--- config.mk ---
export PLATFORM = sky130hd
export DESIGN_NAME = event_announcement_frame_sequencer
export DESIGN_NICKNAME = d
export VERILOG_FILES = /design/src/hdl/eafs_pkg.sv /design/src/hdl/eafs_front.sv /design/src/hdl/eafs_cmd_fifo.sv /design/src/hdl/eafs_back.sv /design/src/hdl/event_announcement_frame_sequencer.sv
export VERILOG_INCLUDE_DIRS = /design/src /design/src/hdl
export SDC_FILE = /design/constraint.sdc
export NUM_CORES = 1
export LEC_CHECK = 0
export ABC_AREA = 1
export BUFFER_PORTS_ARGS = -buffer_cell sky130_fd_sc_hd__buf_4
export CELL_PAD_IN_SITES_DETAIL_PLACEMENT = 2
export CELL_PAD_IN_SITES_GLOBAL_PLACEMENT = 2
export CORE_MARGIN = 1
export CORE_UTILIZATION = 35
export DETAILED_ROUTE_END_ITERATION = 8
export PLACE_DENSITY_LB_ADDON = 0.1
export SYNTH_ARGS = -nofsm -noshare
export SYNTH_HDL_FRONTEND = slang
export SYNTH_HIERARCHICAL = 1
export SYNTH_SLANG_ARGS = --single-unit
--- constraint.sdc ---
create_clock -name clk_i -period 9.3 [get_ports clk_i]
set_input_delay 1.86 -clock clk_i [delete_from_list [all_inputs] [get_ports clk_i]]
set_output_delay 1.86 -clock clk_i [all_outputs]
set_load 0.02 [all_outputs]
--- src/hdl/event_announcement_frame_sequencer_defines.svh ---
// ----------------------------------------------------------------------------
// Event announcement frame sequencer: assertion macros
// Shared property forms used at the end of the top level.
// ----------------------------------------------------------------------------
`ifndef EVENT_ANNOUNCEMENT_FRAME_SEQUENCER_DEFINES_SVH
`define EVENT_ANNOUNCEMENT_FRAME_SEQUENCER_DEFINES_SVH

// Same-cycle implication, checked out of reset
`define EAFS_ASSERT_NOW(label, ante, cons, msg) \
  label: assert property (@(posedge clk_i) disable iff (!rst_ni) (ante) |-> (cons)) \
    else $error(msg);

// Next-cycle implication, checked out of reset
`define EAFS_ASSERT_NEXT(label, ante, cons, msg) \
  label: assert property (@(posedge clk_i) disable iff (!rst_ni) (ante) |=> (cons)) \
    else $error(msg);

`endif

--- src/hdl/eafs_pkg.sv ---
// ----------------------------------------------------------------------------
// Event announcement frame sequencer package
// Opcodes, message codes, frame constants, text tables and shared types.
// ----------------------------------------------------------------------------
package eafs_pkg;

  // Request opcodes
  localparam logic [1:0] OP_TICK  = 2'd0;
  localparam logic [1:0] OP_BOOT  = 2'd1;
  localparam logic [1:0] OP_SAVED = 2'd2;
  localparam logic [1:0] OP_INIT  = 2'd3;

  // Message codes
  localparam logic [3:0] MSG_BOOT      = 4'd0;
  localparam logic [3:0] MSG_ALARM_ON  = 4'd1;
  localparam logic [3:0] MSG_ALARM_OFF = 4'd2;
  localparam logic [3:0] MSG_MUTE_ON   = 4'd3;
  localparam logic [3:0] MSG_MUTE_OFF  = 4'd4;
  localparam logic [3:0] MSG_MODE_AUTO = 4'd5;
  localparam logic [3:0] MSG_MODE_MAN  = 4'd6;
  localparam logic [3:0] MSG_FAN_ON    = 4'd7;
  localparam logic [3:0] MSG_FAN_OFF   = 4'd8;
  localparam logic [3:0] MSG_SAVED     = 4'd9;

  // Message ring
  localparam int RING_DEPTH = 8;
  localparam int RING_IDX_W = $clog2(RING_DEPTH);

  // Command queue between front and back
  localparam int CMD_DEPTH = 2;
  localparam int CMD_PTR_W = (CMD_DEPTH > 1) ? $clog2(CMD_DEPTH) : 1;
  localparam int CMD_CNT_W = $clog2(CMD_DEPTH + 1);

  // Configuration
  localparam logic [15:0] COOLDOWN_RESET = 16'd200;

  // Frame layout
  localparam logic [7:0] FRAME_HEAD  = 8'hFD;
  localparam logic [7:0] SPEAK_CMD   = 8'h01;
  localparam logic [7:0] GBK_PARAM   = 8'h01;
  localparam logic [7:0] FRAME_EXTRA = 8'd3;
  localparam int         BIDX_W      = 5;
  localparam logic [BIDX_W-1:0] BIDX_HEAD   = 5'd0;
  localparam logic [BIDX_W-1:0] BIDX_LEN_HI = 5'd1;
  localparam logic [BIDX_W-1:0] BIDX_LEN_LO = 5'd2;
  localparam logic [BIDX_W-1:0] BIDX_CMD    = 5'd3;
  localparam logic [BIDX_W-1:0] BIDX_PARAM  = 5'd4;
  localparam logic [BIDX_W-1:0] BIDX_TEXT   = 5'd5;

  // Command handed from front to back
  typedef struct packed {
    logic       valid;
    logic [3:0] code;
  } cmd_t;

  // Text bytes of all messages, back to back
  localparam logic [7:0] TEXT_ROM [128] = '{
    8'hBF, 8'hD5, 8'hC6, 8'hF8, 8'hBC, 8'hE0, 8'hB2, 8'hE2, 8'hCF, 8'hB5,
    8'hCD, 8'hB3, 8'hD2, 8'hD1, 8'hC6, 8'hF4, 8'hB6, 8'hAF,
    8'hBF, 8'hD5, 8'hC6, 8'hF8, 8'hD6, 8'hCA, 8'hC1, 8'hBF, 8'hD2, 8'hEC,
    8'hB3, 8'hA3, 8'hA3, 8'hAC, 8'hC7, 8'hEB, 8'hD7, 8'hA2, 8'hD2, 8'hE2,
    8'hCD, 8'hA8, 8'hB7, 8'hE7,
    8'hBF, 8'hD5, 8'hC6, 8'hF8, 8'hD6, 8'hCA, 8'hC1, 8'hBF, 8'hBB, 8'hD6,
    8'hB8, 8'hB4, 8'hD5, 8'hFD, 8'hB3, 8'hA3,
    8'hB1, 8'hA8, 8'hBE, 8'hAF, 8'hD2, 8'hD1, 8'hBE, 8'hB2, 8'hD2, 8'hF4,
    8'hB1, 8'hA8, 8'hBE, 8'hAF, 8'hBE, 8'hB2, 8'hD2, 8'hF4, 8'hD2, 8'hD1,
    8'hC8, 8'hA1, 8'hCF, 8'hFB,
    8'hD7, 8'hD4, 8'hB6, 8'hAF, 8'hC4, 8'hA3, 8'hCA, 8'hBD,
    8'hCA, 8'hD6, 8'hB6, 8'hAF, 8'hC4, 8'hA3, 8'hCA, 8'hBD,
    8'hB7, 8'hE7, 8'hC9, 8'hC8, 8'hD2, 8'hD1, 8'hBF, 8'hAA, 8'hC6, 8'hF4,
    8'hB7, 8'hE7, 8'hC9, 8'hC8, 8'hD2, 8'hD1, 8'hB9, 8'hD8, 8'hB1, 8'hD5,
    8'hB2, 8'hCE, 8'hCA, 8'hFD, 8'hD2, 8'hD1, 8'hB1, 8'hA3, 8'hB4, 8'hE6
  };

  // First text byte of a message
  function automatic logic [6:0] text_start(input logic [3:0] code);
    logic [6:0] s;
    unique case (code)
      MSG_BOOT:      s = 7'd0;
      MSG_ALARM_ON:  s = 7'd18;
      MSG_ALARM_OFF: s = 7'd42;
      MSG_MUTE_ON:   s = 7'd58;
      MSG_MUTE_OFF:  s = 7'd68;
      MSG_MODE_AUTO: s = 7'd82;
      MSG_MODE_MAN:  s = 7'd90;
      MSG_FAN_ON:    s = 7'd98;
      MSG_FAN_OFF:   s = 7'd108;
      MSG_SAVED:     s = 7'd118;
      default:       s = 7'd0;
    endcase
    return s;
  endfunction

  // Text length of a message
  function automatic logic [BIDX_W-1:0] text_len(input logic [3:0] code);
    logic [BIDX_W-1:0] l;
    unique case (code)
      MSG_BOOT:      l = 5'd18;
      MSG_ALARM_ON:  l = 5'd24;
      MSG_ALARM_OFF: l = 5'd16;
      MSG_MUTE_ON:   l = 5'd10;
      MSG_MUTE_OFF:  l = 5'd14;
      MSG_MODE_AUTO: l = 5'd8;
      MSG_MODE_MAN:  l = 5'd8;
      MSG_FAN_ON:    l = 5'd10;
      MSG_FAN_OFF:   l = 5'd10;
      MSG_SAVED:     l = 5'd10;
      default:       l = 5'd10;
    endcase
    return l;
  endfunction

endpackage

--- src/hdl/eafs_front.sv ---
// ----------------------------------------------------------------------------
// Event announcement frame sequencer: front end
// Accepts requests, detects flag changes, keeps the message ring and the
// cooldown, and hands one message code per spoken frame to the back end.
// ----------------------------------------------------------------------------
module eafs_front
  import eafs_pkg::*;
(
  input  logic        clk_i,
  input  logic        rst_ni,
  input  logic        in_valid_i,
  output logic        in_stall_o,
  input  logic [1:0]  opcode_i,
  input  logic        alarm_active_i,
  input  logic        alarm_muted_i,
  input  logic        fan_on_i,
  input  logic        fan_manual_i,
  input  logic        cfg_valid_i,
  input  logic [15:0] cfg_data_i,
  output cmd_t        cmd_o,
  input  logic        cmd_full_i
);

  localparam logic ST_IDLE = 1'b0;
  localparam logic ST_POP  = 1'b1;

  logic                  state_q, state_d;
  logic                  prev_alarm_q, prev_alarm_d;
  logic                  prev_muted_q, prev_muted_d;
  logic                  prev_fan_q, prev_fan_d;
  logic                  prev_manual_q, prev_manual_d;
  logic [3:0]            ring_q [RING_DEPTH];
  logic [3:0]            ring_d [RING_DEPTH];
  logic [RING_IDX_W-1:0] wr_q, wr_d;
  logic [RING_IDX_W-1:0] rd_q, rd_d;
  logic [15:0]           cooldown_left_q, cooldown_left_d;
  logic [15:0]           cooldown_ticks_q;
  logic                  accept;
  logic                  push_vld [4];
  logic [3:0]            push_code [4];

  assign in_stall_o = (state_q == ST_POP);
  assign accept     = in_valid_i && !in_stall_o;

  // Hold the cooldown register
  always_ff @(posedge clk_i or negedge rst_ni) begin
    if (!rst_ni) begin
      cooldown_ticks_q <= COOLDOWN_RESET;
    end else if (cfg_valid_i) begin
      cooldown_ticks_q <= cfg_data_i;
    end
  end

  // Collect the codes a request queues, in priority order
  always_comb begin
    for (int i = 0; i < 4; i++) begin
      push_vld[i]  = 1'b0;
      push_code[i] = MSG_BOOT;
    end
    unique case (opcode_i)
      OP_TICK: begin
        push_vld[0]  = alarm_active_i != prev_alarm_q;
        push_code[0] = alarm_active_i ? MSG_ALARM_ON : MSG_ALARM_OFF;
        push_vld[1]  = alarm_muted_i != prev_muted_q;
        push_code[1] = alarm_muted_i ? MSG_MUTE_ON : MSG_MUTE_OFF;
        push_vld[2]  = fan_manual_i != prev_manual_q;
        push_code[2] = fan_manual_i ? MSG_MODE_MAN : MSG_MODE_AUTO;
        push_vld[3]  = fan_manual_i && (fan_on_i != prev_fan_q);
        push_code[3] = fan_on_i ? MSG_FAN_ON : MSG_FAN_OFF;
      end
      OP_BOOT: begin
        push_vld[0]  = 1'b1;
        push_code[0] = MSG_BOOT;
      end
      OP_SAVED: begin
        push_vld[0]  = 1'b1;
        push_code[0] = MSG_SAVED;
      end
      OP_INIT: begin
      end
      default: begin
      end
    endcase
  end

  // Update ring, flags, cooldown and hand over frames
  always_comb begin
    logic [RING_IDX_W-1:0] wr_v;
    logic [RING_IDX_W-1:0] nxt_v;
    state_d         = state_q;
    prev_alarm_d    = prev_alarm_q;
    prev_muted_d    = prev_muted_q;
    prev_fan_d      = prev_fan_q;
    prev_manual_d   = prev_manual_q;
    ring_d          = ring_q;
    wr_d            = wr_q;
    rd_d            = rd_q;
    cooldown_left_d = cooldown_left_q;
    cmd_o.valid     = 1'b0;
    cmd_o.code      = ring_q[rd_q];
    wr_v            = wr_q;
    nxt_v           = wr_q;

    if (accept) begin
      if (opcode_i == OP_INIT) begin
        wr_d            = '0;
        rd_d            = '0;
        cooldown_left_d = '0;
        prev_alarm_d    = alarm_active_i;
        prev_muted_d    = alarm_muted_i;
        prev_fan_d      = fan_on_i;
        prev_manual_d   = fan_manual_i;
      end else begin
        // Queue codes, drop those that find the ring full
        for (int i = 0; i < 4; i++) begin
          nxt_v = (wr_v == RING_IDX_W'(RING_DEPTH - 1)) ? '0 : wr_v + 1'b1;
          if (push_vld[i] && (nxt_v != rd_q)) begin
            ring_d[wr_v] = push_code[i];
            wr_v         = nxt_v;
          end
        end
        wr_d = wr_v;
        if (opcode_i == OP_TICK) begin
          prev_alarm_d  = alarm_active_i;
          prev_muted_d  = alarm_muted_i;
          prev_manual_d = fan_manual_i;
          prev_fan_d    = fan_on_i;
          state_d       = ST_POP;
        end
      end
    end else if (state_q == ST_POP) begin
      // Count down, or pop one code for the back end
      if (cooldown_left_q != '0) begin
        cooldown_left_d = cooldown_left_q - 16'd1;
        state_d         = ST_IDLE;
      end else if (rd_q == wr_q) begin
        state_d = ST_IDLE;
      end else if (!cmd_full_i) begin
        cmd_o.valid     = 1'b1;
        rd_d            = (rd_q == RING_IDX_W'(RING_DEPTH - 1)) ? '0 : rd_q + 1'b1;
        cooldown_left_d = cooldown_ticks_q;
        state_d         = ST_IDLE;
      end
    end
  end

  // Control registers
  always_ff @(posedge clk_i or negedge rst_ni) begin
    if (!rst_ni) begin
      state_q         <= ST_IDLE;
      prev_alarm_q    <= 1'b0;
      prev_muted_q    <= 1'b0;
      prev_fan_q      <= 1'b0;
      prev_manual_q   <= 1'b0;
      wr_q            <= '0;
      rd_q            <= '0;
      cooldown_left_q <= '0;
    end else begin
      state_q         <= state_d;
      prev_alarm_q    <= prev_alarm_d;
      prev_muted_q    <= prev_muted_d;
      prev_fan_q      <= prev_fan_d;
      prev_manual_q   <= prev_manual_d;
      wr_q            <= wr_d;
      rd_q            <= rd_d;
      cooldown_left_q <= cooldown_left_d;
    end
  end

  // Ring contents carry no reset
  always_ff @(posedge clk_i) begin
    ring_q <= ring_d;
  end

endmodule

--- src/hdl/eafs_cmd_fifo.sv ---
// ----------------------------------------------------------------------------
// Event announcement frame sequencer: command queue
// Short queue of message codes between the front and back ends.
// ----------------------------------------------------------------------------
module eafs_cmd_fifo
  import eafs_pkg::*;
(
  input  logic clk_i,
  input  logic rst_ni,
  input  cmd_t push_i,
  output logic full_o,
  output cmd_t head_o,
  input  logic pop_i
);

  logic [3:0]           mem_q [CMD_DEPTH];
  logic [CMD_PTR_W-1:0] wptr_q, rptr_q;
  logic [CMD_CNT_W-1:0] count_q;
  logic                 do_push, do_pop;

  assign full_o      = (count_q == CMD_CNT_W'(CMD_DEPTH));
  assign head_o.valid = (count_q != '0);
  assign head_o.code  = mem_q[rptr_q];
  assign do_push     = push_i.valid && !full_o;
  assign do_pop      = pop_i && head_o.valid;

  // Store pushed codes
  always_ff @(posedge clk_i) begin
    if (do_push) begin
      mem_q[wptr_q] <= push_i.code;
    end
  end

  // Advance pointers and count
  always_ff @(posedge clk_i or negedge rst_ni) begin
    if (!rst_ni) begin
      wptr_q  <= '0;
      rptr_q  <= '0;
      count_q <= '0;
    end else begin
      if (do_push) begin
        wptr_q <= (wptr_q == CMD_PTR_W'(CMD_DEPTH - 1)) ? '0 : wptr_q + 1'b1;
      end
      if (do_pop) begin
        rptr_q <= (rptr_q == CMD_PTR_W'(CMD_DEPTH - 1)) ? '0 : rptr_q + 1'b1;
      end
      if (do_push && !do_pop) begin
        count_q <= count_q + 1'b1;
      end else if (do_pop && !do_push) begin
        count_q <= count_q - 1'b1;
      end
    end
  end

endmodule

--- src/hdl/eafs_back.sv ---
// ----------------------------------------------------------------------------
// Event announcement frame sequencer: back end
// Walks one speak frame per queued code, one byte a cycle while the output is not stalled, into a
// registered output stage, folding the checksum as it goes.
// ----------------------------------------------------------------------------
module eafs_back
  import eafs_pkg::*;
(
  input  logic       clk_i,
  input  logic       rst_ni,
  input  cmd_t       head_i,
  output logic       pop_o,
  output logic       out_valid_o,
  input  logic       out_stall_i,
  output logic [7:0] frame_byte_o,
  output logic [3:0] message_code_o,
  output logic       last_byte_o
);

  logic [BIDX_W-1:0] idx_q, idx_d;
  logic [7:0]        ecc_q, ecc_d;
  logic              out_valid_q, out_valid_d;
  logic [7:0]        byte_q;
  logic [3:0]        code_q;
  logic              last_q;
  logic              load;
  logic [BIDX_W-1:0] len;
  logic [BIDX_W-1:0] last_idx;
  logic [15:0]       flen;
  logic [6:0]        rom_addr;
  logic [7:0]        byte_v;
  logic              is_last;

  assign len      = text_len(head_i.code);
  assign last_idx = len + BIDX_TEXT;
  assign flen     = {11'd0, len} + {8'd0, FRAME_EXTRA};
  assign rom_addr = text_start(head_i.code) + {2'd0, idx_q} - {2'd0, BIDX_TEXT};
  assign is_last  = (idx_q == last_idx);
  assign load     = head_i.valid && (!out_valid_q || !out_stall_i);
  assign pop_o    = load && is_last;

  // Select the byte at the current position
  always_comb begin
    if (is_last) begin
      byte_v = ecc_q;
    end else begin
      case (idx_q)
        BIDX_HEAD:   byte_v = FRAME_HEAD;
        BIDX_LEN_HI: byte_v = flen[15:8];
        BIDX_LEN_LO: byte_v = flen[7:0];
        BIDX_CMD:    byte_v = SPEAK_CMD;
        BIDX_PARAM:  byte_v = GBK_PARAM;
        default:     byte_v = TEXT_ROM[rom_addr];
      endcase
    end
  end

  // Advance position and checksum
  always_comb begin
    idx_d       = idx_q;
    ecc_d       = ecc_q;
    out_valid_d = out_valid_q;
    if (load) begin
      out_valid_d = 1'b1;
      if (is_last) begin
        idx_d = '0;
      end else begin
        idx_d = idx_q + 1'b1;
        ecc_d = (idx_q == BIDX_HEAD) ? byte_v : (ecc_q ^ byte_v);
      end
    end else if (!out_stall_i) begin
      out_valid_d = 1'b0;
    end
  end

  always_ff @(posedge clk_i or negedge rst_ni) begin
    if (!rst_ni) begin
      idx_q       <= '0;
      out_valid_q <= 1'b0;
    end else begin
      idx_q       <= idx_d;
      out_valid_q <= out_valid_d;
    end
  end

  // Output payload and checksum carry no reset
  always_ff @(posedge clk_i) begin
    ecc_q <= ecc_d;
    if (load) begin
      byte_q <= byte_v;
      code_q <= head_i.code;
      last_q <= is_last;
    end
  end

  assign out_valid_o    = out_valid_q;
  assign frame_byte_o   = byte_q;
  assign message_code_o = code_q;
  assign last_byte_o    = last_q;

endmodule

--- src/hdl/event_announcement_frame_sequencer.sv ---
// A tick's code passes the front-end pop state, the command queue and the back-end output register.
// A tick holds the front end in its pop state, longer while the command queue is full;
// queue and init requests do not hold it. A frame is text length + 6 bytes (14 to 30),
// one per cycle while the output is not stalled, from the back-end output register.
// Reset (asynchronous, active low): flags clear, ring and command queue empty, cooldown 0,
// cooldown register 200. Ring contents are not cleared.
// ----------------------------------------------------------------------------
// Event announcement frame sequencer
// Turns status flag changes and explicit requests into queued messages and
// emits at most one speak command frame per tick after the cooldown runs out.
// ----------------------------------------------------------------------------
`include "event_announcement_frame_sequencer_defines.svh"

module event_announcement_frame_sequencer
  import eafs_pkg::*;
(
  input  logic        clk_i,
  input  logic        rst_ni,
  input  logic        in_valid_i,
  output logic        in_stall_o,
  input  logic [1:0]  opcode_i,
  input  logic        alarm_active_i,
  input  logic        alarm_muted_i,
  input  logic        fan_on_i,
  input  logic        fan_manual_i,
  input  logic        cfg_valid_i,
  output logic        cfg_ready_o,
  input  logic [15:0] cfg_data_i,
  output logic        out_valid_o,
  input  logic        out_stall_i,
  output logic [7:0]  frame_byte_o,
  output logic [3:0]  message_code_o,
  output logic        last_byte_o
);

  cmd_t cmd_push;
  cmd_t cmd_head;
  logic cmd_full;
  logic cmd_pop;

  // Register writes are always taken
  assign cfg_ready_o = 1'b1;

  eafs_front u_front (
    .clk_i          (clk_i),
    .rst_ni         (rst_ni),
    .in_valid_i     (in_valid_i),
    .in_stall_o     (in_stall_o),
    .opcode_i       (opcode_i),
    .alarm_active_i (alarm_active_i),
    .alarm_muted_i  (alarm_muted_i),
    .fan_on_i       (fan_on_i),
    .fan_manual_i   (fan_manual_i),
    .cfg_valid_i    (cfg_valid_i && cfg_ready_o),
    .cfg_data_i     (cfg_data_i),
    .cmd_o          (cmd_push),
    .cmd_full_i     (cmd_full)
  );

  eafs_cmd_fifo u_cmd_fifo (
    .clk_i  (clk_i),
    .rst_ni (rst_ni),
    .push_i (cmd_push),
    .full_o (cmd_full),
    .head_o (cmd_head),
    .pop_i  (cmd_pop)
  );

  eafs_back u_back (
    .clk_i          (clk_i),
    .rst_ni         (rst_ni),
    .head_i         (cmd_head),
    .pop_o          (cmd_pop),
    .out_valid_o    (out_valid_o),
    .out_stall_i    (out_stall_i),
    .frame_byte_o   (frame_byte_o),
    .message_code_o (message_code_o),
    .last_byte_o    (last_byte_o)
  );

  // Front never hands a code to a full queue
  `EAFS_ASSERT_NOW(a_no_push_when_full, cmd_full, !cmd_push.valid, "push into full queue")

  // Back only retires a frame that is queued
  `EAFS_ASSERT_NOW(a_pop_needs_head, cmd_pop, cmd_head.valid, "pop from empty queue")

  // An accepted tick keeps the front busy for its pop decision
  `EAFS_ASSERT_NEXT(a_tick_busy, in_valid_i && !in_stall_o && (opcode_i == OP_TICK), in_stall_o, "tick did not hold front")

  // The closing byte is shown only after its frame left the queue
  `EAFS_ASSERT_NEXT(a_last_after_pop, cmd_pop, out_valid_o && last_byte_o, "checksum byte missing after pop")

endmodule
==> results of run 1 <==
[cell type report]
| cell class | instances | share of cell area |
|---|---|---|
| clock buffer | 21 | 0.0423 |
| clock inverter | 11 | 0.00670 |
| inverter | 194 | 0.0642 |
| multi-input combinational | 1187 | 0.534 |
| sequential | 114 | 0.277 |
| tap | 384 | 0.0422 |
| timing repair buffer | 50 | 0.0329 |
[sequential cells by signal (all words and copies together) (netlist names), 2 cells and up]
signal                    cells
u_back/ecc_q                  8
u_back/frame_byte_o           8
u_back/idx_q                  5
u_back/message_code_o         4
u_cmd_fifo/count_q            2
u_cmd_fifo/mem_q              8
u_front/cooldown_left_q      16
u_front/cooldown_ticks_q     16
u_front/rd_q                  3
u_front/ring_q               32
u_front/wr_q                  3
[per-layer routing]
metal / global-route usage / share of wire
met3: 0.0395 / 0.030
met1: 0.319 / 0.43
met5: 0 / 0
met2: 0.487 / 0.51
met4: 0.101 / 0.030
[kinds of logic after synthesis]
kind of cell,share of synthesized area
flops,0.307
other cells,0.000364
compound gates,0.128
xor+xnor,0.0187
buf+inv,0.104
simple gates,0.376
mux,0.00438
fa+ha+maj,0.0615
[critical path: cells and delay by family]
family / cells / cell delay [ns]
compound gates: 3 / 0.87
xor+xnor: 3 / 0.46
fa+ha+maj: 4 / 1.37
buf+inv: 4 / 0.34
simple gates: 18 / 2.59
[stage by stage]
step	cells	utilization	setup slack, ns	area [sq um]	hold WS (ns)
3_5_place_dp	1929	0.377	1.49	10800	0.487
5_1_grt	1961	0.396	1.50	11400	0.513
2_1_floorplan	1543	-	2.98	10300	0.449
4_1_cts	1961	0.396	1.92	11400	0.495
6_report	1961	0.396	1.92	11400	0.492
3_3_place_gp	1929	0.377	1.79	10800	0.463
[layout by cell type (no fill, tap or decap), drive strengths merged]
cell type	synthesis	final
dfstp	3	3
inv	190	193
clkbuf	12	21
or2	6	6
ha	49	49
edfxtp	61	61
o221ai	1	1
o32ai	1	1
fa	1	1
o21a	3	3
a21boi	2	2
xnor2	13	13
a22oi	1	1
nor4	1	1
dfrtp	50	50
nand4	17	17
a211o	1	1
nand3	179	179
conb	1	1
buf	36	50
a311o	1	1
o211ai	17	17
mux2	4	4
clkinv	4	12
o31ai	1	1
xor2	9	9
nor3	9	9
o21ai	126	126
nor2	145	145
a22o	4	4
a31oi	15	15
o22ai	8	8
nand3b	4	4
nand2	516	516
a21oi	50	50
a21o	1	1
o22a	1	1
[final timing paths]
| path | startpoint | end | slack (ns) | cells after the start |
|---|---|---|---|---|
| min reg2reg | u_front/cooldown_ticks_q[7]$_DFFE_PN1P_ | u_front/cooldown_ticks_q[7]$_DFFE_PN1P_ | 0.49 | 2 |
| max in group asynchronous | rst_ni | u_cmd_fifo/wptr_q$_DFFE_PN0N_ | 7.31 | 1 |
| max | opcode_i[0] | u_front/ring_q[17]$_DFFE_PP_ | 1.92 | 32 |
| min in group asynchronous | rst_ni | u_back/idx_q[4]$_DFFE_PN0P_ | 1.49 | 1 |
| min | u_front/cooldown_ticks_q[7]$_DFFE_PN1P_ | u_front/cooldown_ticks_q[7]$_DFFE_PN1P_ | 0.49 | 2 |
| max reg2reg | u_front/wr_q[1]$_DFFE_PN0P_ | u_front/ring_q[17]$_DFFE_PP_ | 2.92 | 29 |
==> impl_results.md, run 1 <==
- Synth Instances: 1543
- Root buffer cell: clkbuf_16
- Num Clock Sinks: 114
- Top cells by count, synth: 487 x nand2_1, 173 x inv_1, 159 x nand3_1
- Fin. max-slew vios: 0
- Avg Inst Size Synth: 6.67 sq um
- Slew HR: 0.229
- Final setup violation count: 0
- Fillers: 3511
- Total of max-cap violations: 0
- Initial Utilization: 0.358
- Share of layout cells above drive strength 1: 0.113
- Largest net degree at the start of global routing: 60
- Routed vias: 10.7k
- Die Wd: 173 um
- Prevailing post-synth register cell: edfxtp_1
- Worst-Margin Slew: 1.16 ns
- Critical path class: in -> reg
- Status: complete, no violations
- Fin. Hold Viols: 0
- Drt wl/cell: 20.1 um
- Post-cts hold buffer count: 0
- Critical path capture point type: flip-flop
- Fmax: 0.135 GHz
- GP Congestion: 0.871
- Period utilisation layout: 0.794
- Row count: 62
- Netlist cell types: 57
- Post-CTS setup buffer count: 0
- Total GRT Usage: 0.269
- Register bit total from synthesis: 114
- Top-count cell post-synth: nand2_1
- Initial DRT Pass Iterations: 5
- Critical-path top delay cell: nand2_4
- Worst EP required: 9.49 ns
- Synth Warn #: 6
- First-pass GRT wire length: 63400 um
- Clock Tree Buf Depth: 2
- Fraction of registers with async set/reset: 0.465
- Area taken by multi-input logic gates: 0.00609 sq mm
- CP max FO: 37
- Initial DRC Count: 538
- Flip-flop and latch area: 0.00316 sq mm
- Diode count: 0
- Gr ovfl total: 0
- Clk Latency, worst-skew pair: 0.44 ns
- Unrepaired setup endpoints after global routing: no
- Clock slew at reported path FFs: 0.06 ns
- Fin crit period: 7.38 ns
- EDFF count, synth: 61
- Top cell by count, worst path: nand2_1
- Ranking of synthesized cells by area: edfxtp_1 18%, nand2_1 18%, dfrtp_1 12%
- Htree depth: 4
- Cts bufs inserted: 17
- Final nets: 1641
- Worst EP arrival: 7.57 ns
- I/O Pins: 43
- Hold Crit Class: reg -> reg
- Area growth, synth to finish: 10.7%
- Clk_skew: 0.0112 ns
- Die area: 0.0301 sq mm
- Core region area: 0.0288 sq mm
- Total wire length: 39400 um
- Detailed placement HPWL: 28900 um
- CTS tree: done
- Vias in the first global route: 11.5k
- Synth area leader: edfxtp_1
- Post-synthesis sequential area ratio: 0.307
- CP max stage delay: 0.50 ns
- Setup TNS: 0 ns
- Die height: 173 um
- Syn Std Cell Area: 0.0103 sq mm
- Top-area cell type share of the netlist area: 0.178
- Post-CTS Resized: 0
- Port Buf Inserts: 41
- DRC: 0
- Initial antenna violation count: 0
- Final ANT Viol Nets: 0
- Post-Syn Nets: 1620
- CP Launch Type: primary input
- Vias/cell: 5.44
Power of run 1 is left out: the tool's default activity adds up to more than one toggle a clock period on the data nets, which glitch-free logic cannot reach.
==> run 2, diff against run 1 <==
- CORE_UTILIZATION: 35 -> 32
- clock period: 9.3 -> 6.11 ns (I/O delays scaled with it)
==> impl_results.md, run 2 (same netlist as run 1, synthesis figures left out) <==
- Status: complete, no violations
- Initial antenna violation count: 0
- Area growth, synth to finish: 12.8%
- Fin crit period: 5.75 ns
- Clk_skew: 0.00835 ns
- Area after DPL: 0.0110 sq mm
- WHS: 0.498 ns
- Die area: 0.0329 sq mm
- Worst-Margin Slew: 1.23 ns
- CP max stage delay: 0.31 ns
- Dpl cells: 1958
- Fillers: 3838
- Finished layout cell area: 0.0116 sq mm
- Num Clock Sinks: 114
- Final nets: 1652
- Worst EP arrival: 5.94 ns
- Top flop regs: u_front/ring_q (32), u_front/cooldown_left_q (16), u_front/cooldown_ticks_q (16)
- Worst hold stages: 2
- Leading cell type in the layout, fill and taps excluded: nand2_1
- Crit Reg-Reg Endpoint: u_front/ring_q[10]$_DFFE_PP_
- DRC: 0
- Worst EP required: 6.30 ns
- Port Buf Inserts: 41
- Routed vias: 10.5k
- Htree depth: 4
- Hold endpoint: u_cmd_fifo/wptr_q$_DFFE_PN0N_
- I/O Pins: 43
- Finished Layout Cells: 1990
- Top cell by count, worst path: nand2_1
- Critical-path top delay cell: ha_1
- Unrepaired setup endpoints after global routing: yes
- Largest net degree at the start of global routing: 54
- Vias in the first global route: 11.6k
- Critical hold path startpoint: u_cmd_fifo/wptr_q$_DFFE_PN0N_
- Setup TNS: 0 ns
- Share of layout cells above drive strength 1: 0.120
- Vias/cell: 5.29
- Fin. Hold Viols: 0
- CTS tree: done
- Flip-flop and latch area: 0.00316 sq mm
- Cts bufs inserted: 17
- Root buffer cell: clkbuf_16
- Detailed placement HPWL: 29600 um
- Initial Utilization: 0.325
- Drt wl/cell: 19.7 um
- Initial DRT Pass Iterations: 5
- Commonest non-fill, non-tap cells in the layout: 487 x nand2_1, 173 x inv_1, 159 x nand3_1, 135 x nor2_1, 105 x o21ai_0
- Post-CTS setup buffer count: 0
- Hold Crit Class: reg -> reg
- Die Wd: 181 um
- Clock slew at reported path FFs: 0.06 ns
- FF-to-FF setup slack: 0.65 ns
- Final setup violation count: 0
- GP Congestion: 0.853
- Final ANT Viol Nets: 0
- FF-to-FF Start: u_front/wr_q[0]$_DFFE_PN0P_
- Critical path class: in -> reg
- Gr ovfl total: 0
- Slew HR: 0.179
- CP Launch Type: primary input
- Clock Tree Buf Depth: 2
- CP max FO: 19
- Clk Latency, worst-skew pair: 0.44 ns
- Total of max-cap violations: 0
- First-pass GRT wire length: 63800 um
- Total GRT Usage: 0.248
- Largest register by flop count: u_front/ring_q
- Row count: 65
- Max reg flops: 32
- Core region area: 0.0316 sq mm
- Initial DRC Count: 461
- Critical path capture point type: flip-flop
- Cell count of the worst reg-to-reg path: 31
- Fmax: 0.174 GHz
- Diode count: 0
- Die height: 181 um
- Fin. max-slew vios: 0
- Area taken by multi-input logic gates: 0.00609 sq mm
- Total wire length: 39300 um
- Period utilisation layout: 0.941
[run 2: cell count changes in the layout (fill, tap and decap cells not counted), sizes merged]
| cell | previous run | this run |
|---|---|---|
| clkbuf | 21 | 26 |
| inv | 193 | 191 |
| clkinv | 12 | 7 |
| bufinv | 0 | 1 |
| clkinvlp | 0 | 1 |
| buf | 50 | 61 |
[run 2: per-stage QoR]
stage | worst slack (ns) | util
after floorplan | 0.430 | -
after global placement | 0.146 | 0.347
after detailed placement | -0.138 | 0.347
after CTS | 0.217 | 0.367
after global routing | -0.00745 | 0.367
final | 0.361 | 0.367
[run 2: layer usage]
metal,GRT usage,up-vias,routed length [um],part of all wire
met5,0,-,0,0
met4,0.0919,0,1010,0.026
met3,0.0272,48,676,0.017
met2,0.446,129,19900,0.51
met1,0.302,5243,17700,0.45
li1,-,5098,-,-
[run 2: how the worst max path moves through the flow]
| stage | slack (ns) | endpoint | cells after the start | start |
|---|---|---|---|---|
| global placement | 0.15 | u_front/ring_q[10]$_DFFE_PP_ | 33 | opcode_i[0] |
| detailed placement | -0.14 | u_front/wr_q[0]$_DFFE_PN0P_ | 33 | opcode_i[0] |
| floorplan | 0.43 | u_front/ring_q[15]$_DFFE_PP_ | 32 | opcode_i[0] |
| finish | 0.36 | u_front/ring_q[10]$_DFFE_PP_ | 36 | opcode_i[0] |
| global route | -0.007 | u_front/ring_q[4]$_DFFE_PP_ | 35 | opcode_i[0] |
| CTS | 0.22 | u_front/wr_q[0]$_DFFE_PN0P_ | 33 | opcode_i[0] |
[run 2: repair_timing]
action,CTS,global route
hold buffers,0,0
endpoints found under the setup margin,0,35
resized for setup,0,3
[run 2: critical path, delay by kind of cell]
family	cells	cell delay, ns
simple gates	22	2.37
fa+ha+maj	4	1.07
xor+xnor	2	0.27
compound gates	2	0.21
buf+inv	6	0.73
[run 2: cell type report]
class | instances | share of cell area
clock buffer | 26 | 0.0495
clock inverter | 6 | 0.00507
inverter | 194 | 0.0631
multi-input combinational | 1187 | 0.525
sequential | 114 | 0.272
tap | 402 | 0.0433
timing repair buffer | 61 | 0.0416
Power of run 2 is left out for the same reason.
==> run 3, diff against run 2 <==
- CELL_PAD_IN_SITES_DETAIL_PLACEMENT: 2 -> 0
- CORE_ASPECT_RATIO: not set -> 2
==> impl_results.md, run 3 (same netlist as run 1, synthesis figures left out) <==
- Cts bufs inserted: 17
- Clk_skew: 0.0126 ns
- Die area: 0.0329 sq mm
- Clock Tree Buf Depth: 2
- Max reg flops: 32
- Vias in the first global route: 10.4k
- Worst EP arrival: 5.74 ns
- Root buffer cell: clkbuf_16
- Row count: 92
- Port Buf Inserts: 41
- Num Clock Sinks: 114
- Clk Latency, worst-skew pair: 0.44 ns
- Gr ovfl total: 0
- Leading cell type in the layout, fill and taps excluded: nand2_1
- CP max stage delay: 0.30 ns
- Worst path buffer plus inverter count: 5
- Finished Layout Cells: 2026
- Total GRT Usage: 0.246
- Total of max-cap violations: 0
- Die height: 256 um
- Clock slew at reported path FFs: 0.06 ns
- Setup TNS: 0 ns
- Post-CTS setup buffer count: 0
- CP Launch Type: primary input
- Fin. max-slew vios: 0
- Critical path capture point type: flip-flop
- Critical-path top delay cell: ha_1
- Area taken by multi-input logic gates: 0.00609 sq mm
- DRC: 0
- Post-cts hold buffer count: 0
- Largest register by flop count: u_front/ring_q
- Initial DRC Count: 499
- Commonest non-fill, non-tap cells in the layout: 487 x nand2_1, 173 x inv_1, 159 x nand3_1, 135 x nor2_1, 106 x o21ai_0
- Detailed placement HPWL: 30900 um
- Flip-flop and latch area: 0.00316 sq mm
- Total wire length: 39000 um
- Top Usage Layer GRT: met2
- Unrepaired setup endpoints after global routing: no
- First-pass GRT wire length: 59600 um
- Final core occ: 0.369
- I/O Pins: 43
- Status: complete, no violations
- GP Congestion: 0.929
- Hold Crit Class: reg -> reg
- Drt wl/cell: 19.2 um
- Core region area: 0.0315 sq mm
- Fillers: 3543
- CTS tree: done
- Initial antenna violation count: 0
- Final setup violation count: 0
- Htree depth: 4
- Critical path class: in -> reg
- Vias/cell: 5.08
- Fmax: 0.180 GHz
- Period utilisation layout: 0.908
- Routed vias: 10.3k
- CP max FO: 21
- Crit path max-delay family: simple AND/OR/NAND/NOR gates
- Met3 usage in global routing: 0.0270
- Largest net degree at the start of global routing: 54
- Share of layout cells above drive strength 1: 0.127
- Initial DRT Pass Iterations: 7
- Diode count: 0
- Final nets: 1667
- Worst-Margin Slew: 1.06 ns
- Final ANT Viol Nets: 0
- Dpl cells: 1994
- Fin crit period: 5.55 ns
- Global Route met2 Usage: 0.500
- Die Wd: 129 um
- Top flop regs: u_front/ring_q (32), u_front/cooldown_left_q (16), u_front/cooldown_ticks_q (16)
- Fin. Hold Viols: 0
- Area after DPL: 0.0111 sq mm
- Met1 GRT Util: 0.210
- Area growth, synth to finish: 13.1%
- Worst EP required: 6.31 ns
- Slew HR: 0.284
- Finished layout cell area: 0.0116 sq mm
- Initial Utilization: 0.326
- Post-CTS Resized: 0
## run 3: metrics by stage
| step | hold slack [ns] | worst slack, ns |
|---|---|---|
| 2_1_floorplan | 0.449 | 0.430 |
| 3_3_place_gp | 0.464 | 0.135 |
| 3_5_place_dp | 0.465 | 0.0632 |
| 4_1_cts | 0.481 | 0.523 |
| 5_1_grt | 0.498 | 0.137 |
| 6_report | 0.480 | 0.561 |
## run 3: metal layers
layer,wire length (um),vias up
li1,-,5134
met1,12600,4806
met2,22800,237
met3,748,111
met4,2850,0
met5,0,-
## run 3: layout make-up
class,count,share of cell area
Clock buffer,19,0.0390
Clock inverter,13,0.00913
Inverter,194,0.0629
Multi-Input combinational cell,1187,0.523
Sequential cell,114,0.272
Tap cell,423,0.0455
Timing Repair Buffer,76,0.0490
## run 3: final timing paths
check	slack, ns	startpoint	cells after the start	endpoint
worst max-delay path	0.56	opcode_i[0]	32	u_front/ring_q[27]$_DFFE_PP_
worst min-delay path	0.48	u_cmd_fifo/wptr_q$_DFFE_PN0N_	2	u_cmd_fifo/wptr_q$_DFFE_PN0N_
worst max register to register	0.85	u_front/wr_q[0]$_DFFE_PN0P_	30	u_front/ring_q[27]$_DFFE_PP_
worst min register to register	0.48	u_cmd_fifo/wptr_q$_DFFE_PN0N_	2	u_cmd_fifo/wptr_q$_DFFE_PN0N_
max in group asynchronous	4.76	rst_ni	1	u_cmd_fifo/wptr_q$_DFFE_PN0N_
min in group asynchronous	0.84	rst_ni	1	u_front/prev_fan_q$_DFFE_PN0P_
## run 3: worst register-to-register path, delay by kind of cell, from the launching register on
kind                     cells  cell delay, ns
adder cells (fa/ha/maj)      5            1.38
AND/OR/NAND/NOR             17            2.09
XOR/XNOR                     3            0.50
buffers and inverters        2            0.32
AO/OA/AOI/OAI                3            0.35
flip-flops                   1            0.39
Power of run 3 is left out for the same reason.
